[config.mk]
export PLATFORM = sky130hd
export DESIGN_NAME = char_lcd_nibble_write_sequencer_unit
export DESIGN_NICKNAME = d
export VERILOG_FILES = /design/src/hw/rtl/lcdnws_pkg.sv /design/src/hw/rtl/lcdnws_front.sv /design/src/hw/rtl/lcdnws_queue.sv /design/src/hw/rtl/lcdnws_back.sv /design/src/hw/rtl/char_lcd_nibble_write_sequencer_unit.sv
export SDC_FILE = /design/constraint.sdc
export NUM_CORES = 1
export LEC_CHECK = 0
export ABC_AREA = 0
export ABC_CLOCK_PERIOD_IN_PS = 1600
export BUFFER_PORTS_ARGS = -buffer_cell sky130_fd_sc_hd__buf_4
export CAP_MARGIN = 5
export CORE_MARGIN = 2
export CORE_UTILIZATION = 48
export DETAILED_ROUTE_END_ITERATION = 12
export MAX_ROUTING_LAYER = met4
export PLACE_DENSITY = 0.76
export SLEW_MARGIN = 20
export SYNTH_ARGS = -nofsm -noshare
export SYNTH_HDL_FRONTEND = slang
export SYNTH_SLANG_ARGS = --single-unit
[constraint.sdc]
create_clock -name i_clk -period 1.6 [get_ports i_clk]
set_input_delay 0.16 -clock i_clk [delete_from_list [all_inputs] [get_ports i_clk]]
set_output_delay 0.16 -clock i_clk [all_outputs]
set_load 0.1 [all_outputs]
[src/hw/rtl/lcdnws_pkg.sv]
// ----------------------------------------------------------------------------
// lcdnws_pkg
// Shared types, register indexes and the init program of the character LCD
// nibble write sequencer.
// ----------------------------------------------------------------------------
package lcdnws_pkg;

    // Request kinds
    localparam logic [1:0] ACT_CMD  = 2'd0;
    localparam logic [1:0] ACT_DATA = 2'd1;
    localparam logic [1:0] ACT_POS  = 2'd2;
    localparam logic [1:0] ACT_INIT = 2'd3;

    // Configuration register indexes (byte address bit 2)
    localparam logic REG_BUSY   = 1'b0;
    localparam logic REG_STROBE = 1'b1;

    localparam logic [15:0] BUSY_US_RST   = 16'd2000;
    localparam logic [7:0]  STROBE_US_RST = 8'd1;

    localparam int QUEUE_DEPTH = 2;

    localparam int          APB_AW        = 3;
    localparam int          APB_DW        = 32;
    localparam logic [3:0]  INIT_LAST_SEG = 4'd9;

    typedef struct packed {
        logic [1:0] action;
        logic [7:0] data_byte;
        logic       line_select;
        logic [5:0] column;
    } t_req;

    typedef struct packed {
        logic [3:0]  data_nibble;
        logic        reg_select;
        logic        read_write;
        logic        enable;
        logic [15:0] hold_us;
        logic        last_step;
    } t_step;

    // Classified request as queued between front and back
    typedef struct packed {
        logic       is_init;
        logic       rs;
        logic [7:0] byte_val;
    } t_job;

    typedef struct packed {
        logic full;
        logic empty;
    } t_q_stat;

    // One segment of a request: a plain wait or a whole byte write
    typedef struct packed {
        logic        is_wait;
        logic [15:0] hold;
        logic [7:0]  byte_val;
    } t_seg;

    typedef enum logic {
        B_IDLE,
        B_RUN
    } t_bstate;

    // Power-on init program
    function automatic t_seg init_seg(input logic [3:0] idx);
        t_seg s;
        s = '{is_wait: 1'b0, hold: 16'd0, byte_val: 8'h06};
        unique case (idx)
            4'd0:    s = '{is_wait: 1'b1, hold: 16'd15000, byte_val: 8'h00};
            4'd1:    s.byte_val = 8'h20;
            4'd2:    s = '{is_wait: 1'b1, hold: 16'd5000, byte_val: 8'h00};
            4'd3:    s.byte_val = 8'h20;
            4'd4:    s = '{is_wait: 1'b1, hold: 16'd100, byte_val: 8'h00};
            4'd5:    s.byte_val = 8'h20;
            4'd6:    s.byte_val = 8'h28;
            4'd7:    s.byte_val = 8'h0C;
            4'd8:    s.byte_val = 8'h01;
            default: s.byte_val = 8'h06;
        endcase
        return s;
    endfunction

endpackage

[src/hw/rtl/lcdnws_front.sv]
// ----------------------------------------------------------------------------
// lcdnws_front
// Accepts requests, turns each into a byte job or an init job and hands it
// to the queue through one register slot.
// ----------------------------------------------------------------------------
module lcdnws_front (
    input  logic              i_clk,
    input  logic              i_rst_n,
    input  logic              i_req_valid,
    output logic              o_req_ready,
    input  lcdnws_pkg::t_req  i_req,
    input  logic              i_full,
    output logic              o_push,
    output lcdnws_pkg::t_job  o_job
);
    import lcdnws_pkg::*;

    logic r_vld, n_vld;
    t_job r_job, n_job;
    t_job cls;

    always_comb begin
        cls = '{is_init: 1'b0, rs: 1'b0, byte_val: i_req.data_byte};
        unique case (i_req.action)
            ACT_CMD:  cls.rs = 1'b0;
            ACT_DATA: cls.rs = 1'b1;
            // line adds 0x40 and the column stays below it, so the sum is a concat
            ACT_POS:  cls.byte_val = {1'b1, i_req.line_select, i_req.column};
            default:  cls.is_init = 1'b1;
        endcase
    end

    assign o_push      = r_vld && !i_full;
    assign o_req_ready = !r_vld || !i_full;
    assign o_job       = r_job;

    always_comb begin
        n_vld = r_vld && i_full;
        n_job = r_job;
        if (i_req_valid && o_req_ready) begin
            n_vld = 1'b1;
            n_job = cls;
        end
    end

    always_ff @(posedge i_clk) begin
        if (!i_rst_n) begin
            r_vld <= 1'b0;
        end else begin
            r_vld <= n_vld;
        end
        r_job <= n_job;
    end

endmodule

[src/hw/rtl/lcdnws_queue.sv]
// ----------------------------------------------------------------------------
// lcdnws_queue
// Short job queue between the front and the back.
// ----------------------------------------------------------------------------
module lcdnws_queue #(
    parameter int DEPTH = lcdnws_pkg::QUEUE_DEPTH
) (
    input  logic                i_clk,
    input  logic                i_rst_n,
    input  logic                i_push,
    input  lcdnws_pkg::t_job    i_job,
    input  logic                i_pop,
    output lcdnws_pkg::t_job    o_job,
    output lcdnws_pkg::t_q_stat o_stat
);
    import lcdnws_pkg::*;

    localparam int PTR_W = (DEPTH > 1) ? $clog2(DEPTH) : 1;
    localparam int CNT_W = $clog2(DEPTH + 1);

    t_job             r_mem [DEPTH];
    logic [PTR_W-1:0] r_wp, n_wp;
    logic [PTR_W-1:0] r_rp, n_rp;
    logic [CNT_W-1:0] r_cnt, n_cnt;

    assign o_stat.empty = (r_cnt == '0);
    assign o_stat.full  = (r_cnt == CNT_W'(DEPTH));
    assign o_job        = r_mem[r_rp];

    always_comb begin
        n_wp  = r_wp;
        n_rp  = r_rp;
        n_cnt = r_cnt;
        if (i_push) begin
            n_wp = (r_wp == PTR_W'(DEPTH - 1)) ? '0 : r_wp + 1'b1;
        end
        if (i_pop) begin
            n_rp = (r_rp == PTR_W'(DEPTH - 1)) ? '0 : r_rp + 1'b1;
        end
        if (i_push && !i_pop) begin
            n_cnt = r_cnt + 1'b1;
        end else if (!i_push && i_pop) begin
            n_cnt = r_cnt - 1'b1;
        end
    end

    always_ff @(posedge i_clk) begin
        if (!i_rst_n) begin
            r_wp  <= '0;
            r_rp  <= '0;
            r_cnt <= '0;
        end else begin
            r_wp  <= n_wp;
            r_rp  <= n_rp;
            r_cnt <= n_cnt;
        end
    end

    always_ff @(posedge i_clk) begin
        if (i_push) begin
            r_mem[r_wp] <= i_job;
        end
    end

endmodule

[src/hw/rtl/lcdnws_back.sv]
// ----------------------------------------------------------------------------
// lcdnws_back
// Walks one job through its segments and pin steps, keeps the pin word and
// holds each step in an output register until it is taken.
// ----------------------------------------------------------------------------
module lcdnws_back (
    input  logic                i_clk,
    input  logic                i_rst_n,
    input  lcdnws_pkg::t_q_stat i_stat,
    input  lcdnws_pkg::t_job    i_job,
    output logic                o_pop,
    input  logic [15:0]         i_busy_us,
    input  logic [7:0]          i_strobe_us,
    output logic                o_step_valid,
    input  logic                i_step_ready,
    output lcdnws_pkg::t_step   o_step
);
    import lcdnws_pkg::*;

    localparam logic [2:0] SUB_WAIT = 3'd0;
    localparam logic [2:0] SUB_HI   = 3'd1;
    localparam logic [2:0] SUB_HI_E = 3'd2;
    localparam logic [2:0] SUB_LO   = 3'd4;
    localparam logic [2:0] SUB_LO_E = 3'd5;
    localparam logic [2:0] SUB_END  = 3'd6;

    t_bstate    r_state, n_state;
    t_job       r_job, n_job;
    logic [3:0] r_seg, n_seg;
    logic [2:0] r_sub, n_sub;
    logic [5:0] r_pin, n_pin;
    t_step      r_out, n_out;
    logic       r_out_vld, n_out_vld;

    t_seg        seg;
    logic        rs;
    logic        final_seg;
    logic [3:0]  nib;
    logic [5:0]  pin;
    logic [15:0] hold;
    logic        last;

    assign o_step_valid = r_out_vld;
    assign o_step       = r_out;

    always_comb begin
        seg       = r_job.is_init
                  ? init_seg(r_seg)
                  : t_seg'{is_wait: 1'b0, hold: 16'd0, byte_val: r_job.byte_val};
        rs        = r_job.is_init ? 1'b0 : r_job.rs;
        final_seg = !r_job.is_init || (r_seg == INIT_LAST_SEG);
        nib       = (r_sub < SUB_LO) ? seg.byte_val[7:4] : seg.byte_val[3:0];
        pin       = r_pin;
        hold      = 16'd0;
        last      = 1'b0;

        n_state   = r_state;
        n_job     = r_job;
        n_seg     = r_seg;
        n_sub     = r_sub;
        n_pin     = r_pin;
        n_out     = r_out;
        n_out_vld = r_out_vld && !i_step_ready;
        o_pop     = 1'b0;

        unique case (r_state)
            B_IDLE: begin
                if (!i_stat.empty) begin
                    o_pop   = 1'b1;
                    n_job   = i_job;
                    n_seg   = '0;
                    n_sub   = SUB_WAIT;
                    n_state = B_RUN;
                end
            end
            B_RUN: begin
                if (!r_out_vld || i_step_ready) begin
                    if (seg.is_wait) begin
                        // init opens by dropping E
                        if (r_seg == '0) begin
                            pin[1] = 1'b0;
                        end
                        hold  = seg.hold;
                        n_seg = r_seg + 1'b1;
                    end else begin
                        unique case (r_sub)
                            SUB_WAIT: hold = i_busy_us;
                            SUB_HI, SUB_LO: begin
                                pin  = {nib, 1'b0, rs};
                                hold = {8'd0, i_strobe_us};
                            end
                            SUB_HI_E, SUB_LO_E: begin
                                pin[1] = 1'b1;
                                hold   = {8'd0, i_strobe_us};
                            end
                            default: begin
                                pin[1] = 1'b0;
                                hold   = 16'd0;
                            end
                        endcase
                        if (r_sub == SUB_END) begin
                            n_sub = SUB_WAIT;
                            n_seg = r_seg + 1'b1;
                            last  = final_seg;
                        end else begin
                            n_sub = r_sub + 1'b1;
                        end
                    end
                    if (last) begin
                        n_state = B_IDLE;
                    end
                    n_pin             = pin;
                    n_out.data_nibble = pin[5:2];
                    n_out.reg_select  = pin[0];
                    n_out.read_write  = 1'b0;
                    n_out.enable      = pin[1];
                    n_out.hold_us     = hold;
                    n_out.last_step   = last;
                    n_out_vld         = 1'b1;
                end
            end
            default: n_state = B_IDLE;
        endcase
    end

    always_ff @(posedge i_clk) begin
        if (!i_rst_n) begin
            r_state   <= B_IDLE;
            r_pin     <= '0;
            r_out_vld <= 1'b0;
            r_seg     <= '0;
            r_sub     <= SUB_WAIT;
        end else begin
            r_state   <= n_state;
            r_pin     <= n_pin;
            r_out_vld <= n_out_vld;
            r_seg     <= n_seg;
            r_sub     <= n_sub;
        end
        r_job <= n_job;
        r_out <= n_out;
    end

endmodule

[src/hw/rtl/char_lcd_nibble_write_sequencer_unit.sv]
// ----------------------------------------------------------------------------
// char_lcd_nibble_write_sequencer_unit
// Turns LCD requests into timed 4-bit bus pin steps, with fixed init waits and register-set busy and strobe times.
// ----------------------------------------------------------------------------
// A request passes the front slot, the queue, the job and output registers of
// the back before its first pin step shows. Throughput: one step a cycle when
// steps are taken; the back loads a request only after the last one has ended.
// Reset: pins low, queue empty, busy wait 2000 us, strobe 1 us.
module char_lcd_nibble_write_sequencer_unit #(
    parameter int QUEUE_DEPTH = lcdnws_pkg::QUEUE_DEPTH
) (
    input  logic                            i_clk,
    input  logic                            i_rst_n,
    input  logic                            i_req_valid,
    output logic                            o_req_ready,
    input  lcdnws_pkg::t_req                i_req,
    output logic                            o_step_valid,
    input  logic                            i_step_ready,
    output lcdnws_pkg::t_step               o_step,
    input  logic                            psel,
    input  logic                            penable,
    input  logic                            pwrite,
    input  logic [lcdnws_pkg::APB_AW-1:0]   paddr,
    input  logic [lcdnws_pkg::APB_DW-1:0]   pwdata,
    output logic [lcdnws_pkg::APB_DW-1:0]   prdata,
    output logic                            pready
);
    import lcdnws_pkg::*;

    logic [15:0] r_busy_us;
    logic [7:0]  r_strobe_us;
    logic        cfg_wr;

    logic    push, pop;
    t_job    f_job, q_job;
    t_q_stat q_stat;

    assign pready = 1'b1;
    assign cfg_wr = psel && penable && pwrite;

    always_comb begin
        unique case (paddr[2])
            REG_BUSY: prdata = {16'd0, r_busy_us};
            default:  prdata = {24'd0, r_strobe_us};
        endcase
    end

    always_ff @(posedge i_clk) begin
        if (!i_rst_n) begin
            r_busy_us   <= BUSY_US_RST;
            r_strobe_us <= STROBE_US_RST;
        end else if (cfg_wr) begin
            if (paddr[2] == REG_BUSY) begin
                r_busy_us <= pwdata[15:0];
            end else begin
                r_strobe_us <= pwdata[7:0];
            end
        end
    end

    lcdnws_front u_front (
        .i_clk       (i_clk),
        .i_rst_n     (i_rst_n),
        .i_req_valid (i_req_valid),
        .o_req_ready (o_req_ready),
        .i_req       (i_req),
        .i_full      (q_stat.full),
        .o_push      (push),
        .o_job       (f_job)
    );

    lcdnws_queue #(
        .DEPTH (QUEUE_DEPTH)
    ) u_queue (
        .i_clk   (i_clk),
        .i_rst_n (i_rst_n),
        .i_push  (push),
        .i_job   (f_job),
        .i_pop   (pop),
        .o_job   (q_job),
        .o_stat  (q_stat)
    );

    lcdnws_back u_back (
        .i_clk        (i_clk),
        .i_rst_n      (i_rst_n),
        .i_stat       (q_stat),
        .i_job        (q_job),
        .o_pop        (pop),
        .i_busy_us    (r_busy_us),
        .i_strobe_us  (r_strobe_us),
        .o_step_valid (o_step_valid),
        .i_step_ready (i_step_ready),
        .o_step       (o_step)
    );

    // A request never ends with E high
    a_no_last_e_high: assert property (@(posedge i_clk) disable iff (!i_rst_n)
        o_step_valid && o_step.enable |-> !o_step.last_step)
        else $error("request ended with E high");

    // E-high steps carry the strobe time
    a_e_high_hold: assert property (@(posedge i_clk) disable iff (!i_rst_n)
        o_step_valid && o_step.enable |-> o_step.hold_us == {8'd0, r_strobe_us})
        else $error("E-high step hold differs from strobe time");

    // Queue cannot be full and empty at once
    a_queue_stat: assert property (@(posedge i_clk) disable iff (!i_rst_n)
        !(q_stat.full && q_stat.empty))
        else $error("queue full and empty together");

    // Nothing is pushed into a full queue
    a_no_overflow: assert property (@(posedge i_clk) disable iff (!i_rst_n)
        q_stat.full |-> !push)
        else $error("push into full queue");

endmodule

==> Word-level counts from Yosys, hierarchy flattened <==
Memories as Yosys holds them, arrays and structs flattened. A register that Yosys moved wholly into a read port is not among the register bits.
Index checks and enable logic that the tools add are counted.
{ "classes": {"n_eq_ne": 21, "mux": 46, "bitwise_logic": 3, "reduce_logical": 35, "addsub": 6, "n_lt_le_gt_ge": 1} }
{ "ops": {"columns": ["operator", "count"], "rows": [
  ["$pmux 17 s3", 1],
  ["$mux 16", 2],
  ["$pmux 16 s2", 1],
  ["$pmux 6 s5", 1],
  ["$mux 4", 7],
  ["$mux 25", 1],
  ["$mux 1", 22],
  ["$eq 4x3->1 const B", 4],
  ["$mux 3", 4],
  ["$eq 3x3->1 const B", 3],
  ["$reduce_or 3->1", 3],
  ["$eq 4x2->1 const B", 2],
  ["$eq 4x4->1 const B", 2],
  ["$logic_and 1x1->1", 8],
  ["$pmux 4 s2", 1],
  ["$reduce_and 2->1", 4],
  ["$logic_not 1->1", 7],
  ["$mux 7", 1],
  ["$ne 2x2->1 const B", 3],
  ["$pmux 3 s2", 1],
  ["$reduce_and 3->1", 2],
  ["$add 4x1->4 const B", 1],
  ["$eq 2x2->1 const B", 2],
  ["$eq 4x1->1 const B", 1],
  ["19 further kinds", 28]
]} }
{ "word_totals": {"ram_bits": 20, "regBits": 77, "out_inout_bits": 59, "word_cells": 133, "n_memories": 1} }
{ "memory_table": {"columns": ["name", "words", "word_bits", "rd", "rd_clocked_by_memory_dff", "wr", "line", "rtl"], "rows": [
  ["u_queue.r_mem", 2, 10, 1, 1, 1, "lcdnws_queue.sv:21", "t_job r_mem [DEPTH];"]
]} }

==> Depth between registers and ports, before layout <==
{ "logic_depth": {"depth_word": 10, "mapped_depth": 8} }

==> Cells and area by module <==
From an unflattened synthesis, not the netlist that was laid out.
{ "hier_totals": {"hier_cells": 461, "area_unflattened_um2": 5066.1} }
{ "modules_own_cells": {"columns": ["mod", "n_inst", "cells_each", "area_each_um2"], "rows": [
  ["lcdnws_back", 1, 240, 2338.5],
  ["char_lcd_nibble_write_sequencer_unit", 1, 140, 1292.5],
  ["lcdnws_queue", 1, 53, 937.1],
  ["lcdnws_front", 1, 28, 498.0]
]} }

==> Worst setup path after synthesis <==
No wires, ideal clock.
{ "synth_timing": {"path_kind": "reg2reg", "startpoint": "register u_queue.r_cnt[0]", "endpoint": "register u_front.r_job, in the netlist u_front.o_job[0] (enable)", "period_less_slack_ns": 2.161, "stages_incl_launch_ff": 4, "path_slack_ns": -0.561, "arrival_time_ns": 1.869, "path_buffers": 1, "cell_sequence": "dfxtp_1 > buf_2 > nand3b_1 > and2_1"} }
{ "synth_via": {"elab_chain_cells": 4} }
{ "synth_lines": {"columns": ["item", "line", "rtl"], "rows": [
  ["start, declared", "lcdnws_queue.sv:24", "logic [CNT_W-1:0] r_cnt, n_cnt;"],
  ["start signal, assigned", "lcdnws_queue.sv:55", "r_cnt <= n_cnt;"],
  ["$eq 2x2->1", "lcdnws_queue.sv:27", "assign o_stat.full = (r_cnt == CNT_W'(DEPTH));"],
  ["$logic_not 1->1", "lcdnws_front.sv:34", "assign o_req_ready = !r_vld || !i_full;"],
  ["$logic_or 1x1->1", "lcdnws_front.sv:34", null],
  ["net o_req_ready", "char_lcd_nibble_write_sequencer_unit.sv:15", "output logic o_req_ready,"],
  ["$logic_and 1x1->1", "lcdnws_front.sv:40", "if (i_req_valid && o_req_ready) begin"],
  ["end signal, assigned", "lcdnws_front.sv:52", "r_job <= n_job;"],
  ["end, declared", "lcdnws_front.sv:19", "t_job r_job, n_job;"]
]} }
The timed path passes the listed nets, and every way through them passes these cells.
A chain may end at the register's enable or synchronous reset.

==> Worst setup path in the final report <==
{ "layout_timing": {"startpoint": "register u_back.r_seg[1]", "endpoint": "register u_back.r_out, in the netlist u_back.o_step[22] (data pin)"} }
{ "layout_via": {"elab_chain_cells": 7} }
{ "layout_lines": {"columns": ["item", "line", "rtl"], "rows": [
  ["start, declared", "lcdnws_back.sv:29", "logic [3:0] r_seg, n_seg;"],
  ["start signal, assigned", "lcdnws_back.sv:137", "r_seg <= n_seg;"],
  ["$eq 4x1->1 (tied with other cells)", "lcdnws_pkg.sv:71", "unique case (idx)"],
  ["$reduce_or 3->1 (no line)", null, null],
  ["$pmux 6 s5", "lcdnws_pkg.sv:71", null],
  ["$mux 25 (*)", "lcdnws_back.sv:48", "? init_seg(r_seg)"],
  ["$mux 4", "lcdnws_back.sv:52", "nib = (r_sub < SUB_LO) ? seg.byte_val[7:4] : seg.byte_val[3:0];"],
  ["$mux 4", "lcdnws_back.sv:86", "unique case (r_sub)"],
  ["$mux 4 (*)", "lcdnws_back.sv:78", "if (seg.is_wait) begin"],
  ["end signal, assigned", "lcdnws_back.sv:141", "r_out <= n_out;"],
  ["end, declared", "lcdnws_back.sv:32", "t_step r_out, n_out;"]
]} }
Mark *: on every way between the ends. The rest lies on a longest branch, timed or not.

==> out/results.ini <==
[die]
io_pins=118
core_area_sq_um=10200
die_y_um=106
dieArea_sq_um=11100
initial_core_util=0.486
rows=37
die_x_um=106

[yosys]
syn_area_sq_um=4950
synth-edff-count=63
ys_types=61
synth.avg_cell_area_sq_um=10.8
synth_most_common_cell=nand2_1
yosys.area_share.simple=0.160
synth-seq-cells=107
async_reset_ff_frac=0
synth_fa_ha_area_frac=0.0126
synth_area_leaders=edfxtp_1 (38%), dfxtp_1 (18%), nand2_1 (7.0%)
synth_common_cells=nand2_1 (92), edfxtp_1 (63), dfxtp_1 (44), mux2_2 (25), buf_4 (19)
synth_top_family_by_area=simple AND/OR/NAND/NOR gates
synth_top_cell_by_area=edfxtp_1
synth_cells=458
yosys_warnings=0
ys_dominant_reg_cell=edfxtp_1
synth_top_area_share=0.382
synth_compound_area_frac=0.133
ys_seq_area_frac=0.560
synth-xor-area-share=0.0106
synthMuxAreaShare=0.0589

[critical_path]
cp_cell_sequence=inv_2, ha_2, nor4_4, a21oi_2, and3_1, o32a_1, o21ai_1
cp_num_buf_inv=1
crit_family=simple AND/OR/NAND/NOR gates
endpoint=u_back.o_step[22]
r2r-start=u_back.r_seg[1]
r2r.worst_path.cells=7
crit_fanout=4
crit_cells=7
reg2reg_to=u_back.o_step[22]
start_kind=flop
crit_start=u_back.r_seg[1]
cp.required_ns=1.84
cp_data_arrival_time_ns=1.87
slowest_stage=dfxtp_4
end_kind=flop
max_stage_delay_ns=0.38
rrSetupSlack_ns=-0.03
worstSetupPathType=reg2reg

[clock_tree]
insertion_delay_ns=0.38
path_clk_slew_ns=0.10
cts_num_sinks=107
cts_tree=built
cts.path.max_buffers=2
htreeDepth=3
cts_buffers=9
ctsRootBufferMaster=clkbuf_8

[timing]
slew_viol_final=0
hold_viol=0
fin_skew_ns=0.0134
max_freq_ghz=0.612
rsz0062_at_grt=true
min_period_ns=1.63
setup_viol=4
min_period_over_period=1.02
holdWs_ns=0.0159
fin_ws_ns=-0.0335

[run]
drv_cap=0

[pwr]
power_density_nw_per_um2=1540
ir_drop_mv=0.901
p_leak_nw=2.47

[drt]
ant_nets=0
dr.first_iter.drc_count=144
num_vias=3664
first_pass_iters=4
route.detailed.drc=0
avgViaCountPerCell=5.19
wirelength_mm=10.3
routedWlPerCell_um=14.6

[layout]
nets=629
design_area_sq_um=6200
n_fill_cell=830
synthToLayoutAreaGrowth_pct=25.3
drive_above_1_share=0.361
diodes=0

[placed_design]
post-place-ws_ns=-0.0867
portBuffers=81
gp_congestion=0.852
placed_area_sq_um=5770
dp.final_hpwl_mm=7.19

[status]
violations=negative setup slack
outcome=finished with violations

[global_routing]
overflow=0
antenna_found_initial=0
grt_usage=0.189
grt_pass1_wl_mm=16.1
grt_start_max_net_pins=48
grt_pass1_vias=3483

[worst_hold_path]
min_from=pwdata[6]
hold_path_class=in2reg

-- stage by stage --
stage                     std cells  TNS [ns]  utilization  power, mW
final                           706   -0.0618        0.609       9.55
after global routing            706     -1.36        0.609       9.97
after CTS                       703         0        0.598       9.39
after detailed placement        678    -0.559        0.566       7.67
after global placement          678   -0.0859        0.566       7.58
after floorplan                 474     -7.63            -       6.75
-- cells in the final DEF, fill, tap and decap left out, drive strengths merged, types with 10 or more instances in the layout --
cell type    n
inv         11
o21ai       23
nor2b       14
nand3       10
conb        18
buf        119
a21oi       16
mux2        25
nand2       94
clkbuf      11
dfxtp       44
a21boi      20
edfxtp      63
nor2        15
-- power breakdown --
group	internal (mW)	switching, mW
clock	0.736	0.908
sequential	3.53	0.273
combinational	1.32	2.78
-- worst min path at each step --
stage                               end  slack (ns)  cells past startpoint
final                      r_busy_us[6]        0.02                      3
after global routing      r_busy_us[12]        0.02                      3
after floorplan            r_busy_us[4]        0.28                      2
after global placement    r_busy_us[10]        0.37                      3
after detailed placement   r_busy_us[9]        0.38                      3
after CTS                  r_busy_us[6]        0.01                      3
-- flip-flops by register name, indices dropped and copies added, names as in the netlist --
signal               flops
u_front.r_vld            1
u_queue.r_cnt            2
u_back.r_pin             6
u_back.r_state           1
u_back.r_sub             3
u_back.r_job            10
r_strobe_us              8
r_busy_us               16
u_queue.r_mem           20
u_queue.r_wp             1
u_back.o_step_valid      1
u_queue.r_rp             1
u_back.o_step           23
u_back.r_seg             4
u_front.o_job           10
-- routing by layer --
| metal | GRT usage | routed length (um) | vias to the layer above |
|---|---|---|---|
| met5 | - | 0 | - |
| met4 | 0.0686 | 219 | 0 |
| met3 | 0.0433 | 596 | 22 |
| met2 | 0.322 | 5440 | 134 |
| met1 | 0.218 | 4040 | 1724 |
| li1 | - | - | 1784 |
-- cell type report --
class / count / area, sq um / share of cell area
Timing Repair Buffer: 124 / 962 / 0.155
Tap cell: 136 / 170 / 0.0274
Clock buffer: 11 / 131 / 0.0212
Inverter: 10 / 42.5 / 0.00686
Sequential cell: 107 / 2790 / 0.450
Multi-Input combinational cell: 313 / 2040 / 0.329
Clock inverter: 5 / 62.6 / 0.0101
-- tightest hold or removal path, stage by stage --
cell,delay [ns]
buf_4,0.09
nand2_1,0.05
nand3_1,0.07
-- cells by family after synthesis --
kind of cell / Yosys count
multiplexers: 26
XOR/XNOR: 6
AO/OA/AOI/OAI: 93
adder cells (fa/ha/maj): 5
flip-flops: 107
other: 2
AND/OR/NAND/NOR: 164
buffers and inverters: 55
-- timing repair --
action,4_1_cts,5_1_grt
resized for setup,15,28
setup buffers,4,2
endpoints found under the setup margin,19,24
hold endpoints to repair,5,0
hold buffers,5,0
cloned,0,1
pin swaps,8,26
Note: power is estimated with default switching activity, not from simulation.
